## config.mk

```make
export PLATFORM = sky130hd
export DESIGN_NAME = led_strip_store_rotate_encoder_top
export DESIGN_NICKNAME = d
export VERILOG_FILES = /design/src/rtl/ledsre_pkg.sv /design/src/rtl/ledsre_ram.sv /design/src/rtl/led_strip_store_rotate_encoder_top.sv
export VERILOG_INCLUDE_DIRS = /design/src /design/src/rtl
export SDC_FILE = /design/constraint.sdc
export NUM_CORES = 1
export LEC_CHECK = 0
export BUFFER_PORTS_ARGS = -buffer_cell sky130_fd_sc_hd__buf_2
export CAP_MARGIN = 5
export CORE_MARGIN = 3
export CORE_UTILIZATION = 67
export CTS_BUF_LIST = sky130_fd_sc_hd__clkbuf_8 sky130_fd_sc_hd__clkbuf_16
export DETAILED_ROUTE_END_ITERATION = 8
export GPL_TIMING_DRIVEN = 0
export PLACE_DENSITY = 0.82
export SYNTH_ARGS = -nofsm -noshare
export SYNTH_HDL_FRONTEND = slang
export SYNTH_SLANG_ARGS = --single-unit
```

## constraint.sdc

```tcl
create_clock -name clock -period 9.71 [get_ports clock]
set_input_delay 1.4565 -clock clock [delete_from_list [all_inputs] [get_ports clock]]
set_output_delay 1.4565 -clock clock [all_outputs]
set_load 0.02 [all_outputs]
```

## src/rtl/led_strip_store_rotate_encoder_top_defines.svh

```systemverilog
// ----------------------------------------------------------------------------
// LED strip store assertion macros
// Shared forms of the concurrent checks used at the end of the top level.
// ----------------------------------------------------------------------------
`ifndef LED_STRIP_STORE_ROTATE_ENCODER_TOP_DEFINES_SVH
`define LED_STRIP_STORE_ROTATE_ENCODER_TOP_DEFINES_SVH

// The consequent must hold in the same cycle as the antecedent.
`define LEDSRE_ASSERT_SAME(lbl, ante, cons, msg) \
   lbl: assert property (@(posedge clock) disable iff (reset) (ante) |-> (cons)) \
      else $error(msg);

// The consequent must hold in the cycle after the antecedent.
`define LEDSRE_ASSERT_NEXT(lbl, ante, cons, msg) \
   lbl: assert property (@(posedge clock) disable iff (reset) (ante) |=> (cons)) \
      else $error(msg);

`define LEDSRE_ASSERT_DLY3(lbl, ante, cons, msg) \
   lbl: assert property (@(posedge clock) disable iff (reset) (ante) |-> ##3 (cons)) \
      else $error(msg);

`endif

```

## src/rtl/ledsre_pkg.sv

```systemverilog
// ----------------------------------------------------------------------------
// LED strip store package
// Widths, command codes, register indexes and reset values of the block.
// ----------------------------------------------------------------------------
package ledsre_pkg;

   localparam int LED_COUNT_DEF = 16;
   localparam int IDX_W         = 4;
   localparam int CHAN_W        = 8;
   localparam int PIXEL_W       = 3 * CHAN_W;
   localparam int DUTY_W        = 8;
   localparam int MODE_W        = 2;
   localparam int CSR_IDX_W     = 2;
   localparam int BITS_PER_LED  = PIXEL_W;
   localparam int PAUSE_SLOTS   = 8;
   localparam int CNT_W         = $clog2(BITS_PER_LED);

   localparam logic [DUTY_W-1:0] DUTY_ONE_RST  = DUTY_W'(60);
   localparam logic [DUTY_W-1:0] DUTY_ZERO_RST = DUTY_W'(30);

   localparam logic [CSR_IDX_W-1:0] CSR_DUTY_ONE  = CSR_IDX_W'(0);
   localparam logic [CSR_IDX_W-1:0] CSR_DUTY_ZERO = CSR_IDX_W'(1);

   typedef enum logic [MODE_W-1:0] {
      MODE_WRITE     = 2'd0,
      MODE_ROT_RIGHT = 2'd1,
      MODE_ROT_LEFT  = 2'd2,
      MODE_EMIT      = 2'd3
   } mode_type;

endpackage

```

## src/rtl/ledsre_ram.sv

```systemverilog
// ----------------------------------------------------------------------------
// LED strip store RAM
// Simple dual-port memory: one write port, one read port with registered data.
// ----------------------------------------------------------------------------
module ledsre_ram #(
   parameter int WIDTH = ledsre_pkg::PIXEL_W,
   parameter int DEPTH = ledsre_pkg::LED_COUNT_DEF,
   localparam int ADDR_W = (DEPTH > 1) ? $clog2(DEPTH) : 1
) (
   input  logic              clock,
   input  logic              wr_en,
   input  logic [ADDR_W-1:0] wr_addr,
   input  logic [WIDTH-1:0]  wr_data,
   input  logic              rd_en,
   input  logic [ADDR_W-1:0] rd_addr,
   output logic [WIDTH-1:0]  rd_data
);

   logic [WIDTH-1:0] mem_ff [DEPTH];
   logic [WIDTH-1:0] rd_data_ff;

   always_ff @(posedge clock) begin
      if (wr_en) begin
         mem_ff[wr_addr] <= wr_data;
      end
      if (rd_en) begin
         rd_data_ff <= mem_ff[rd_addr];
      end
   end

   assign rd_data = rd_data_ff;

endmodule

```

## src/rtl/led_strip_store_rotate_encoder_top.sv

```systemverilog
// ----------------------------------------------------------------------------
// LED strip colour store with rotate commands and bit encoder
// Holds one 24-bit colour per LED and turns a stored LED into timer duty codes.
// ----------------------------------------------------------------------------
// A command is taken when start is high and busy is low. A write leaves busy
// low. A rotate moves span entries one place (span is last - first for a
// forward range, zero otherwise); one entry moves per cycle through the
// single read and write port of the colour RAM. An emit shifts the stored
// colour out one bit per cycle: the colour is read, loaded into the shift
// register and each duty code is registered out, one code follows every
// cycle with no gaps, and busy falls as the final code of the run, or the
// last of the 8 pause slots that follow an emit of the last LED, is shown.
// Results are shown for one cycle on rsp_valid and cannot be held off, so
// the receiver must take every item as it comes. Commands naming an LED
// beyond the strip are dropped. The colour store reads as zero after reset
// without a clearing pass; duty registers may be written at any time the
// block is idle, and csr_ready is always high.
// ----------------------------------------------------------------------------
`include "led_strip_store_rotate_encoder_top_defines.svh"

module led_strip_store_rotate_encoder_top #(
   parameter int LED_COUNT = ledsre_pkg::LED_COUNT_DEF
) (
   input  logic                             clock,
   input  logic                             reset,
   input  logic                             start,
   output logic                             busy,
   input  logic [ledsre_pkg::MODE_W-1:0]    req_mode,
   input  logic [ledsre_pkg::IDX_W-1:0]     req_first_index,
   input  logic [ledsre_pkg::IDX_W-1:0]     req_last_index,
   input  logic [ledsre_pkg::CHAN_W-1:0]    req_chan0_value,
   input  logic [ledsre_pkg::CHAN_W-1:0]    req_chan1_value,
   input  logic [ledsre_pkg::CHAN_W-1:0]    req_chan2_value,
   output logic                             rsp_valid,
   output logic [ledsre_pkg::DUTY_W-1:0]    rsp_duty_code,
   output logic                             rsp_last_of_run,
   input  logic                             csr_valid,
   output logic                             csr_ready,
   input  logic [ledsre_pkg::CSR_IDX_W-1:0] csr_index,
   input  logic [ledsre_pkg::DUTY_W-1:0]    csr_wdata
);

   localparam int ADDR_W  = (LED_COUNT > 1) ? $clog2(LED_COUNT) : 1;
   localparam int IDX_W   = ledsre_pkg::IDX_W;
   localparam int PIXEL_W = ledsre_pkg::PIXEL_W;
   localparam int DUTY_W  = ledsre_pkg::DUTY_W;
   localparam int CNT_W   = ledsre_pkg::CNT_W;

   typedef enum logic [2:0] {
      IDLE,
      KEEP_CAP,
      MOVE,
      PUT_KEEP,
      EMIT_LOAD,
      EMIT_BITS,
      PAUSE
   } state_type;

   state_type            state_ff, state_in;
   logic [IDX_W-1:0]     ptr_ff, ptr_in;
   logic [IDX_W-1:0]     stop_ff, stop_in;
   logic                 dir_up_ff, dir_up_in;
   logic [PIXEL_W-1:0]   keep_ff, keep_in;
   logic [PIXEL_W-1:0]   shift_ff, shift_in;
   logic [CNT_W-1:0]     cnt_ff, cnt_in;
   logic                 pause_ff, pause_in;
   logic                 rsp_valid_ff, rsp_valid_in;
   logic [DUTY_W-1:0]    rsp_duty_ff, rsp_duty_in;
   logic                 rsp_last_ff, rsp_last_in;
   logic [DUTY_W-1:0]    duty_one_ff, duty_one_in;
   logic [DUTY_W-1:0]    duty_zero_ff, duty_zero_in;
   logic [LED_COUNT-1:0] valid_ff, valid_in;
   logic                 rd_valid_ff, rd_valid_in;

   logic                 ram_wr_en;
   logic [ADDR_W-1:0]    ram_wr_addr;
   logic [PIXEL_W-1:0]   ram_wr_data;
   logic                 ram_rd_en;
   logic [ADDR_W-1:0]    ram_rd_addr;
   logic [PIXEL_W-1:0]   ram_rd_data;
   logic [PIXEL_W-1:0]   rd_pixel;

   logic                 first_ok;
   logic                 last_ok;
   logic [IDX_W-1:0]     nb;
   logic [IDX_W-1:0]     nb2;
   logic                 more_at_ptr;
   logic                 more_at_nb;

   ledsre_ram #(
      .WIDTH (PIXEL_W),
      .DEPTH (LED_COUNT)
   ) u_store (
      .clock   (clock),
      .wr_en   (ram_wr_en),
      .wr_addr (ram_wr_addr),
      .wr_data (ram_wr_data),
      .rd_en   (ram_rd_en),
      .rd_addr (ram_rd_addr),
      .rd_data (ram_rd_data)
   );

   // An entry never written since reset reads as black.
   assign rd_pixel = rd_valid_ff ? ram_rd_data : '0;

   assign first_ok = int'(req_first_index) < LED_COUNT;
   assign last_ok  = int'(req_last_index) < LED_COUNT;

   // Neighbours along the walk: downwards for rotate right, upwards for left.
   assign nb  = dir_up_ff ? IDX_W'(ptr_ff - 1'b1) : IDX_W'(ptr_ff + 1'b1);
   assign nb2 = dir_up_ff ? IDX_W'(nb - 1'b1) : IDX_W'(nb + 1'b1);
   assign more_at_ptr = dir_up_ff ? (ptr_ff > stop_ff) : (ptr_ff < stop_ff);
   assign more_at_nb  = dir_up_ff ? (nb > stop_ff) : (nb < stop_ff);

   always_comb begin
      state_in     = state_ff;
      ptr_in       = ptr_ff;
      stop_in      = stop_ff;
      dir_up_in    = dir_up_ff;
      keep_in      = keep_ff;
      shift_in     = shift_ff;
      cnt_in       = cnt_ff;
      pause_in     = pause_ff;
      rsp_valid_in = 1'b0;
      rsp_duty_in  = '0;
      rsp_last_in  = 1'b0;
      ram_wr_en    = 1'b0;
      ram_wr_addr  = '0;
      ram_wr_data  = '0;
      ram_rd_en    = 1'b0;
      ram_rd_addr  = '0;

      unique case (state_ff)
         IDLE: begin
            if (start) begin
               unique case (ledsre_pkg::mode_type'(req_mode))
                  ledsre_pkg::MODE_WRITE: begin
                     if (first_ok) begin
                        ram_wr_en   = 1'b1;
                        ram_wr_addr = ADDR_W'(req_first_index);
                        ram_wr_data = {req_chan0_value, req_chan1_value, req_chan2_value};
                     end
                  end
                  ledsre_pkg::MODE_ROT_RIGHT: begin
                     if (first_ok && last_ok) begin
                        ram_rd_en   = 1'b1;
                        ram_rd_addr = ADDR_W'(req_last_index);
                        ptr_in      = req_last_index;
                        stop_in     = req_first_index;
                        dir_up_in   = 1'b1;
                        state_in    = KEEP_CAP;
                     end
                  end
                  ledsre_pkg::MODE_ROT_LEFT: begin
                     if (first_ok && last_ok) begin
                        ram_rd_en   = 1'b1;
                        ram_rd_addr = ADDR_W'(req_first_index);
                        ptr_in      = req_first_index;
                        stop_in     = req_last_index;
                        dir_up_in   = 1'b0;
                        state_in    = KEEP_CAP;
                     end
                  end
                  ledsre_pkg::MODE_EMIT: begin
                     if (first_ok) begin
                        ram_rd_en   = 1'b1;
                        ram_rd_addr = ADDR_W'(req_first_index);
                        pause_in    = int'(req_first_index) == LED_COUNT - 1;
                        state_in    = EMIT_LOAD;
                     end
                  end
                  default: begin
                  end
               endcase
            end
         end
         KEEP_CAP: begin
            // The entry that wraps round is held until the others have moved.
            keep_in = rd_pixel;
            if (more_at_ptr) begin
               ram_rd_en   = 1'b1;
               ram_rd_addr = ADDR_W'(nb);
               state_in    = MOVE;
            end else begin
               state_in = PUT_KEEP;
            end
         end
         MOVE: begin
            ram_wr_en   = 1'b1;
            ram_wr_addr = ADDR_W'(ptr_ff);
            ram_wr_data = rd_pixel;
            ptr_in      = nb;
            if (more_at_nb) begin
               ram_rd_en   = 1'b1;
               ram_rd_addr = ADDR_W'(nb2);
            end else begin
               state_in = PUT_KEEP;
            end
         end
         PUT_KEEP: begin
            ram_wr_en   = 1'b1;
            ram_wr_addr = ADDR_W'(stop_ff);
            ram_wr_data = keep_ff;
            state_in    = IDLE;
         end
         EMIT_LOAD: begin
            shift_in = rd_pixel;
            cnt_in   = '0;
            state_in = EMIT_BITS;
         end
         EMIT_BITS: begin
            rsp_valid_in = 1'b1;
            rsp_duty_in  = shift_ff[PIXEL_W-1] ? duty_one_ff : duty_zero_ff;
            shift_in     = {shift_ff[PIXEL_W-2:0], 1'b0};
            cnt_in       = CNT_W'(cnt_ff + 1'b1);
            if (cnt_ff == CNT_W'(ledsre_pkg::BITS_PER_LED - 1)) begin
               cnt_in      = '0;
               rsp_last_in = !pause_ff;
               state_in    = pause_ff ? PAUSE : IDLE;
            end
         end
         PAUSE: begin
            rsp_valid_in = 1'b1;
            cnt_in       = CNT_W'(cnt_ff + 1'b1);
            if (cnt_ff == CNT_W'(ledsre_pkg::PAUSE_SLOTS - 1)) begin
               rsp_last_in = 1'b1;
               state_in    = IDLE;
            end
         end
         default: begin
            state_in = IDLE;
         end
      endcase
   end

   always_comb begin
      valid_in = valid_ff;
      if (ram_wr_en) begin
         valid_in[ram_wr_addr] = 1'b1;
      end
      rd_valid_in = ram_rd_en ? valid_ff[ram_rd_addr] : rd_valid_ff;
   end

   always_comb begin
      duty_one_in  = duty_one_ff;
      duty_zero_in = duty_zero_ff;
      if (csr_valid) begin
         unique case (csr_index)
            ledsre_pkg::CSR_DUTY_ONE:  duty_one_in  = csr_wdata;
            ledsre_pkg::CSR_DUTY_ZERO: duty_zero_in = csr_wdata;
            default: begin
            end
         endcase
      end
   end

   always_ff @(posedge clock) begin
      if (reset) begin
         state_ff     <= IDLE;
         rsp_valid_ff <= 1'b0;
         valid_ff     <= '0;
         rd_valid_ff  <= 1'b0;
         duty_one_ff  <= ledsre_pkg::DUTY_ONE_RST;
         duty_zero_ff <= ledsre_pkg::DUTY_ZERO_RST;
      end else begin
         state_ff     <= state_in;
         rsp_valid_ff <= rsp_valid_in;
         valid_ff     <= valid_in;
         rd_valid_ff  <= rd_valid_in;
         duty_one_ff  <= duty_one_in;
         duty_zero_ff <= duty_zero_in;
      end
      ptr_ff      <= ptr_in;
      stop_ff     <= stop_in;
      dir_up_ff   <= dir_up_in;
      keep_ff     <= keep_in;
      shift_ff    <= shift_in;
      cnt_ff      <= cnt_in;
      pause_ff    <= pause_in;
      rsp_duty_ff <= rsp_duty_in;
      rsp_last_ff <= rsp_last_in;
   end

   assign busy            = state_ff != IDLE;
   assign csr_ready       = 1'b1;
   assign rsp_valid       = rsp_valid_ff;
   assign rsp_duty_code   = rsp_duty_ff;
   assign rsp_last_of_run = rsp_last_ff;

   `LEDSRE_ASSERT_NEXT(a_run_unbroken, rsp_valid && !rsp_last_of_run, rsp_valid,
      "duty code run broke off before its final item")

   `LEDSRE_ASSERT_SAME(a_busy_during_run, rsp_valid && !rsp_last_of_run, busy,
      "block went idle while a duty code run was still going")

   `LEDSRE_ASSERT_DLY3(a_emit_latency,
      start && !busy && (req_mode == ledsre_pkg::MODE_EMIT) && (int'(req_first_index) < LED_COUNT),
      rsp_valid, "emit command did not give its first duty code on time")

endmodule

```

==> impl_metrics.tcl, run 1 <==
set metrics [dict create \
    worstMarginPinSlew_ps 1030 \
    grt_max_degree 27 \
    firstDrtPassIters 6 \
    drt-wirelength-per-cell_um 26.2 \
    area_growth_pct 13.3 \
    numCtsBuffers 50 \
    gp_congestion 0.915 \
    mostFrequentLayoutCells "471 x edfxtp_1, 187 x mux2i_1, 126 x nand2_1, 102 x nor2_1, 71 x buf_2" \
    seq_power_share 0.405 \
    power_switching_w 0.00247 \
    postRouteWirelength_um 51800 \
    multi_input_area_um2 5970 \
    arrival_ps 4980 \
    fp.coreArea_um2 31100 \
    syn_avg_cell_area_um2 15.2 \
    seqCellArea_um2 15100 \
    path_clk_slew_ps 60 \
    grt_first_pass_wirelength_um 77300 \
    cp.required_ps 9970 \
    path_buf_inv 4 \
    worstPathCellList "ha_1 > nand2_1 > nand2b_1 > a21oi_2 > xnor2_1 > ha_1 > nand4b_1 > nand3_1 > a21oi_1 > a31o_2 > a211o_1 > buf_2 > buf_2 > buf_2 > clkbuf_1 > nand2_1 > o211ai_1 > a31oi_1" \
    critPathMostFrequentCell "buf_2" \
    ys_seq_area_frac 0.700 \
    synth.area.top_cells "edfxtp_1 66%, mux2i_1 8.7%, dfxtp_1 4.3%, nand2_1 2.2%, mux4_2 2.1%" \
    worstSkewPairLatency_ps 550 \
    die_w_um 185 \
    clkSinkCount 517 \
    synth_edf_count 471 \
    crit_path_top_delay_cell "clkbuf_1" \
    cp-start-kind "flop" \
    num_antenna_cells 0 \
    cts_hold_buf 0 \
    final_cell_count_no_fill 1981 \
    syn_area_um2 21500 \
    critPathCaptureType "flop" \
    drt.antenna.violating_nets 0 \
    yosysTopAreaCellShare 0.657 \
    fmax_mhz 212 \
    syn_nets 1483 \
    num_vias 13172 \
    synth_top_area_cell "edfxtp_1" \
    synthArstFlopShare 0 \
    fin_nets 1615 \
    internal-power_w 0.00491 \
    vias_per_cell 6.65 \
    cts_tree "yes" \
    clk_path_buf_depth 3 \
    critPathMaxStageDelay_ps 680 \
    nFillCells 1660 \
    crit_family "buffers and inverters" \
    fin_skew_ps 19.1 \
    htree_levels 2 \
    io_pins 60 \
    dp_hpwl_um 34600 \
    irDropWorstVdd_mv 0.155 \
    utilization 0.783 \
    drt_iter0_markers 1593 \
    power_leakage_nw 8.45 \
    rsz0062_at_grt "false" \
    yosysUniqueCellTypes 61 \
    rows 64 \
    timing.final.crit_share 0.487 \
    fin_crit_ps 4720 \
    setup_violations 0 \
    final_max_slew_viol_count 0 \
    synthFlopType "edfxtp_1" \
    drc 0 \
    synthesis.instances 1416 \
    start_util 0.691 \
    dieArea_um2 34300 \
    fin_setup_tns_ps 0 \
    cp_max_fo 10 \
    path_class "flop to flop" \
    comb_power_share 0.347 \
    dp.cells 1891 \
    cts_root_buffer "clkbuf_16" \
    status "finished clean" \
    grt-ovfl-total 0 \
    clkPwrFrac 0.248 \
    antenna_found_initial 0 \
    maxSlewHeadroom 0.310 \
    yosys_register_bits 517 \
    cts_resized 0 \
    post_cts.repair.setup_buffers 0 \
    drive_gt1_frac 0.164 \
    ys_warn_count 0 \
    port_buffers 57 \
    grt_pass1_vias 13296 \
    drv_cap 0 \
    die_y_um 185 \
    swShare 0.335 \
    hold_path.class "flop to flop" \
    layout_commonest_cell "edfxtp_1" \
    p_per_area_nw_per_um2 303 \
    grt.total_usage 0.304 \
    hold_violations 0 \
]
## per-layer routing
layer  global-route usage  vias to the layer above  part of all wire
li1                     -                     5655                 -
met1                0.406                     6434              0.37
met2                0.493                      899              0.48
met3               0.0552                      184              0.10
met4                0.147                        0             0.051
met5                    0                        -                 0
## path summary, 6_finish.rpt
path / start / slack [ps] / endpoint / depth (start not counted)
max: ptr_ff[1]$_DFFE_PP_ / 4990 / u_store.rd_data[1]$_DFFE_PP_ / 18
min reg2reg: duty_zero_ff[1]$_SDFFE_PP1P_ / 470 / duty_zero_ff[1]$_SDFFE_PP1P_ / 1
max reg2reg: ptr_ff[1]$_DFFE_PP_ / 4990 / u_store.rd_data[1]$_DFFE_PP_ / 18
min: duty_zero_ff[1]$_SDFFE_PP1P_ / 470 / duty_zero_ff[1]$_SDFFE_PP1P_ / 1
## metrics by stage
stage / power, W / hold slack, ps / cell area (um2) / setup slack, ps
2_1_floorplan: 0.00467 / 435 / 21500 / 4140
3_3_place_gp: 0.00534 / 442 / 22300 / 778
3_5_place_dp: 0.00551 / 457 / 22800 / 4960
4_1_cts: 0.00733 / 469 / 24400 / 5150
5_1_grt: 0.00764 / 496 / 24400 / 4870
6_report: 0.00738 / 468 / 24400 / 4990
## flip-flops by register name, indices dropped and copies added, names as in the netlist, 3 cells and up
signal,count
u_store.rd_data,24
shift_ff,24
valid_ff,16
duty_zero_ff,8
stop_ff,4
duty_one_ff,8
rsp_duty_code,8
u_store.mem_ff,384
cnt_ff,5
keep_ff,24
ptr_ff,4
state_ff,3
## power groups by stage
stage / Combinational [W] / Clock (W) / Sequential [W]
floorplan: 0.00167 / 0 / 0.00300
CTS: 0.00251 / 0.00184 / 0.00299
global route: 0.00271 / 0.00193 / 0.00300
detailed placement: 0.00248 / 0 / 0.00303
global placement: 0.00231 / 0 / 0.00304
finish: 0.00256 / 0.00183 / 0.00298
## cell type report
class,count,share of cell area
Sequential cell,517,0.618
Multi-Input combinational cell,776,0.245
Clock buffer,56,0.0566
Timing Repair Buffer,80,0.0281
Tap cell,396,0.0203
Buffer,83,0.0187
Clock inverter,33,0.00749
Inverter,40,0.00616
## worst register-to-register path: cells and delay by family, from the launching register on
kind	cells	cell delay, ps
xor+xnor	1	200
flops	1	500
simple gates	5	510
buf+inv	4	1580
fa+ha+maj	2	670
compound gates	6	980
## cells by family (layout without fill, tap and decap cells)
| family | after synthesis | after routing | synth area share |
|---|---|---|---|
| compound gates | 187 | 187 | 0.0661 |
| xor+xnor | 9 | 9 | 0.00430 |
| buf+inv | 123 | 292 | 0.0282 |
| fa+ha+maj | 19 | 19 | 0.0114 |
| flops | 517 | 517 | 0.700 |
| simple gates | 328 | 328 | 0.0685 |
| other cells | 1 | 1 | 0.000174 |
| mux | 232 | 232 | 0.121 |
## Yosys cell counts, types with 13 or more instances
cell      number
dfxtp_1       46
nor2_1       115
a211oi_1      21
buf_2         14
edfxtp_1     471
and2_0        15
buf_6         13
clkbuf_1      43
ha_1          18
mux2_2        25
a221o_1       26
nand2_1      126
o21ai_0       32
o211ai_1      22
a31oi_1       20
mux4_2        20
mux2i_1      187
a311o_1       20
and2_1        27
inv_1         39
No activity file was read; power rests on OpenSTA's default activity.
==> run 2, diff against run 1 <==
--- a/config.mk
+++ b/config.mk
@@ -9,11 +9,11 @@
 export BUFFER_PORTS_ARGS = -buffer_cell sky130_fd_sc_hd__buf_2
 export CAP_MARGIN = 5
 export CORE_MARGIN = 3
-export CORE_UTILIZATION = 67
+export CORE_UTILIZATION = 56
 export CTS_BUF_LIST = sky130_fd_sc_hd__clkbuf_8 sky130_fd_sc_hd__clkbuf_16
 export DETAILED_ROUTE_END_ITERATION = 8
 export GPL_TIMING_DRIVEN = 0
-export PLACE_DENSITY = 0.82
+export PLACE_DENSITY = 0.73
 export SYNTH_ARGS = -nofsm -noshare
 export SYNTH_HDL_FRONTEND = slang
 export SYNTH_SLANG_ARGS = --single-unit
==> constraint.sdc (replaced) <==
create_clock -name clock -period 4.2 [get_ports clock]
set_input_delay 0.63 -clock clock [delete_from_list [all_inputs] [get_ports clock]]
set_output_delay 0.63 -clock clock [all_outputs]
set_load 0.02 [all_outputs]
==> run 2 against run 1 <==
  * The flow now finishes with violations (negative setup slack)
  * Critical path depth down 2
  * Clock skew down 0.66 ps
  * Combinational power rose to 2.5 times the previous value
  * Sequential power up 130%
  * Flip-flop and latch count unchanged
  * Final cell count up 7.0%
  * Sequential share of layout area down 1.8 points
  * Die area up 19%
  * Routed wire length up 0.69%
  * Non-clock buffer count up 19
  * Worst setup slack worse by 5000 ps
  * Largest power group unchanged
==> impl_metrics.tcl, run 2 (synthesis results as in run 1) <==
set metrics [dict create \
    grt_max_degree 27 \
    largest_register_ffs 384 \
    cp_max_fo 10 \
    arrival_ps 4560 \
    die_y_um 202 \
    worstSkewPairLatency_ps 600 \
    setup_ws_ps -24.8 \
    fin_nets 1636 \
    gp_congestion 0.863 \
    critPathCaptureType "flop" \
    hold_violations 0 \
    timing.final.crit_share 1.01 \
    area_growth_pct 16.7 \
    drt-wirelength-per-cell_um 24.6 \
    path_buf_inv 6 \
    path_class "flop to flop" \
    hold_path.class "input port to flop" \
    postRouteWirelength_um 52200 \
    grt_first_pass_wirelength_um 77200 \
    comb_power_share 0.365 \
    htree_levels 2 \
    drive_gt1_frac 0.196 \
    internal-power_w 0.0120 \
    port_buffers 57 \
    numCtsBuffers 52 \
    utilization 0.665 \
    path_clk_slew_ps 60 \
    clk_path_buf_depth 3 \
    io_pins 60 \
    fin_crit_ps 4220 \
    drt_iter0_markers 1386 \
    clkPwrFrac 0.250 \
    power_switching_w 0.00590 \
    num_vias 12882 \
    rows 71 \
    setup_violations 1 \
    num_antenna_cells 0 \
    layout_commonest_cell "edfxtp_1" \
    crit_family "buffers and inverters" \
    cts_tree "yes" \
    grt.total_usage 0.251 \
    die_w_um 202 \
    cts_hold_buf 0 \
    cts_root_buffer "clkbuf_16" \
    grt_pass1_vias 12793 \
    fp.coreArea_um2 37800 \
    drt.antenna.violating_nets 0 \
    pre_cts_ws_ps -316 \
    worstPathCellList "buf_4 > ha_1 > a21oi_4 > xnor2_2 > ha_1 > a21oi_2 > buf_4 > a31o_4 > buf_4 > a211o_1 > buf_2 > buf_2 > buf_2 > mux2i_1 > mux2i_1 > mux2i_1" \
    worstMarginPinSlew_ps 983 \
    status "complete, but fails checks" \
    cp-start-kind "flop" \
    p_per_area_nw_per_um2 711 \
    final_area_um2 25100 \
    fmax_mhz 237 \
    postPlaceCellArea_um2 22900 \
    clkSinkCount 517 \
    firstDrtPassIters 6 \
    mostFrequentLayoutCells "471 x edfxtp_1, 183 x mux2i_1, 126 x nand2_1, 101 x nor2_1, 65 x buf_2" \
    rsz0062_at_grt "true" \
    fin_skew_ps 18.5 \
    start_util 0.570 \
    drv_cap 0 \
    antenna_found_initial 0 \
    maxSlewHeadroom 0.343 \
    cp.required_ps 4530 \
    power_leakage_nw 8.74 \
    critPathMaxStageDelay_ps 460 \
    violations "negative setup slack" \
    dieArea_um2 40800 \
    irDropWorstVdd_mv 0.453 \
    vias_per_cell 6.08 \
    swShare 0.330 \
    regMostFlops "u_store.mem_ff" \
    grt-ovfl-total 0 \
    dp_hpwl_um 34700 \
    crit_path_top_delay_cell "edfxtp_1" \
    seq_power_share 0.385 \
    drc 0 \
    final_max_slew_viol_count 0 \
]
## run 2: cell type report
class | count | area (um2)
Clock buffer | 57 | 1400
Sequential cell | 517 | 15100
Fill cell | 2496 | 12600
Multi-Input combinational cell | 776 | 6100
Tap cell | 511 | 639
Timing Repair Buffer | 99 | 882
Buffer | 83 | 619
Clock inverter | 37 | 249
Inverter | 40 | 150
## run 2: worst register-to-register path: stages, from the launching register on
cell and delay (ps):
edfxtp_1 460, buf_4 190, ha_1 350, a21oi_4 180, xnor2_2 160, ha_1 310, a21oi_2 220, buf_4 150
a31o_4 160, buf_4 120, a211o_1 140, buf_2 250, buf_2 390, buf_2 390, mux2i_1 130, mux2i_1 220
mux2i_1 140
## run 2: final timing paths
check | slack, ps | end | startpoint | depth (start not counted)
max | -20 | u_store.rd_data[16]$_DFFE_PP_ | dir_up_ff$_DFFE_PP_ | 16
min | 260 | duty_one_ff[2]$_SDFFE_PP1P_ | csr_wdata[2] | 2
max reg2reg | -20 | u_store.rd_data[16]$_DFFE_PP_ | dir_up_ff$_DFFE_PP_ | 16
min reg2reg | 460 | duty_zero_ff[3]$_SDFFE_PP1P_ | duty_zero_ff[3]$_SDFFE_PP1P_ | 1
## run 2: metal layers
layer / GRT usage / share of wire
met5: 0 / 0
met4: 0.116 / 0.042
met3: 0.0375 / 0.072
met2: 0.406 / 0.48
met1: 0.342 / 0.40
## run 2: stage by stage
step / std cells / hold slack (ps) / TNS [ps] / total power [W]
2_1_floorplan: 1416 / 435 / -38940 / 0.0108
3_3_place_gp: 1984 / 443 / -541130 / 0.0124
3_5_place_dp: 2006 / 451 / -6950 / 0.0128
4_1_cts: 2103 / 229 / -16.6 / 0.0173
5_1_grt: 2120 / 255 / -2150 / 0.0186
6_report: 2120 / 262 / -24.8 / 0.0179
## run 2: timing repair
item                                    in CTS  in global routing
pin swaps                                    2                 12
endpoints found under the setup margin      32                 40
cloned                                       0                  3
setup buffers                                3                 13
gates resized for setup                     30                 61
## run 2: power by group through the flow
stage               sequential (W)  combinational [W]  clock (W)
floorplan                  0.00694            0.00386          0
global placement           0.00702            0.00540          0
detailed placement         0.00699            0.00576          0
CTS                        0.00689            0.00591    0.00452
global route               0.00693            0.00690    0.00473
finish                     0.00688            0.00651    0.00447
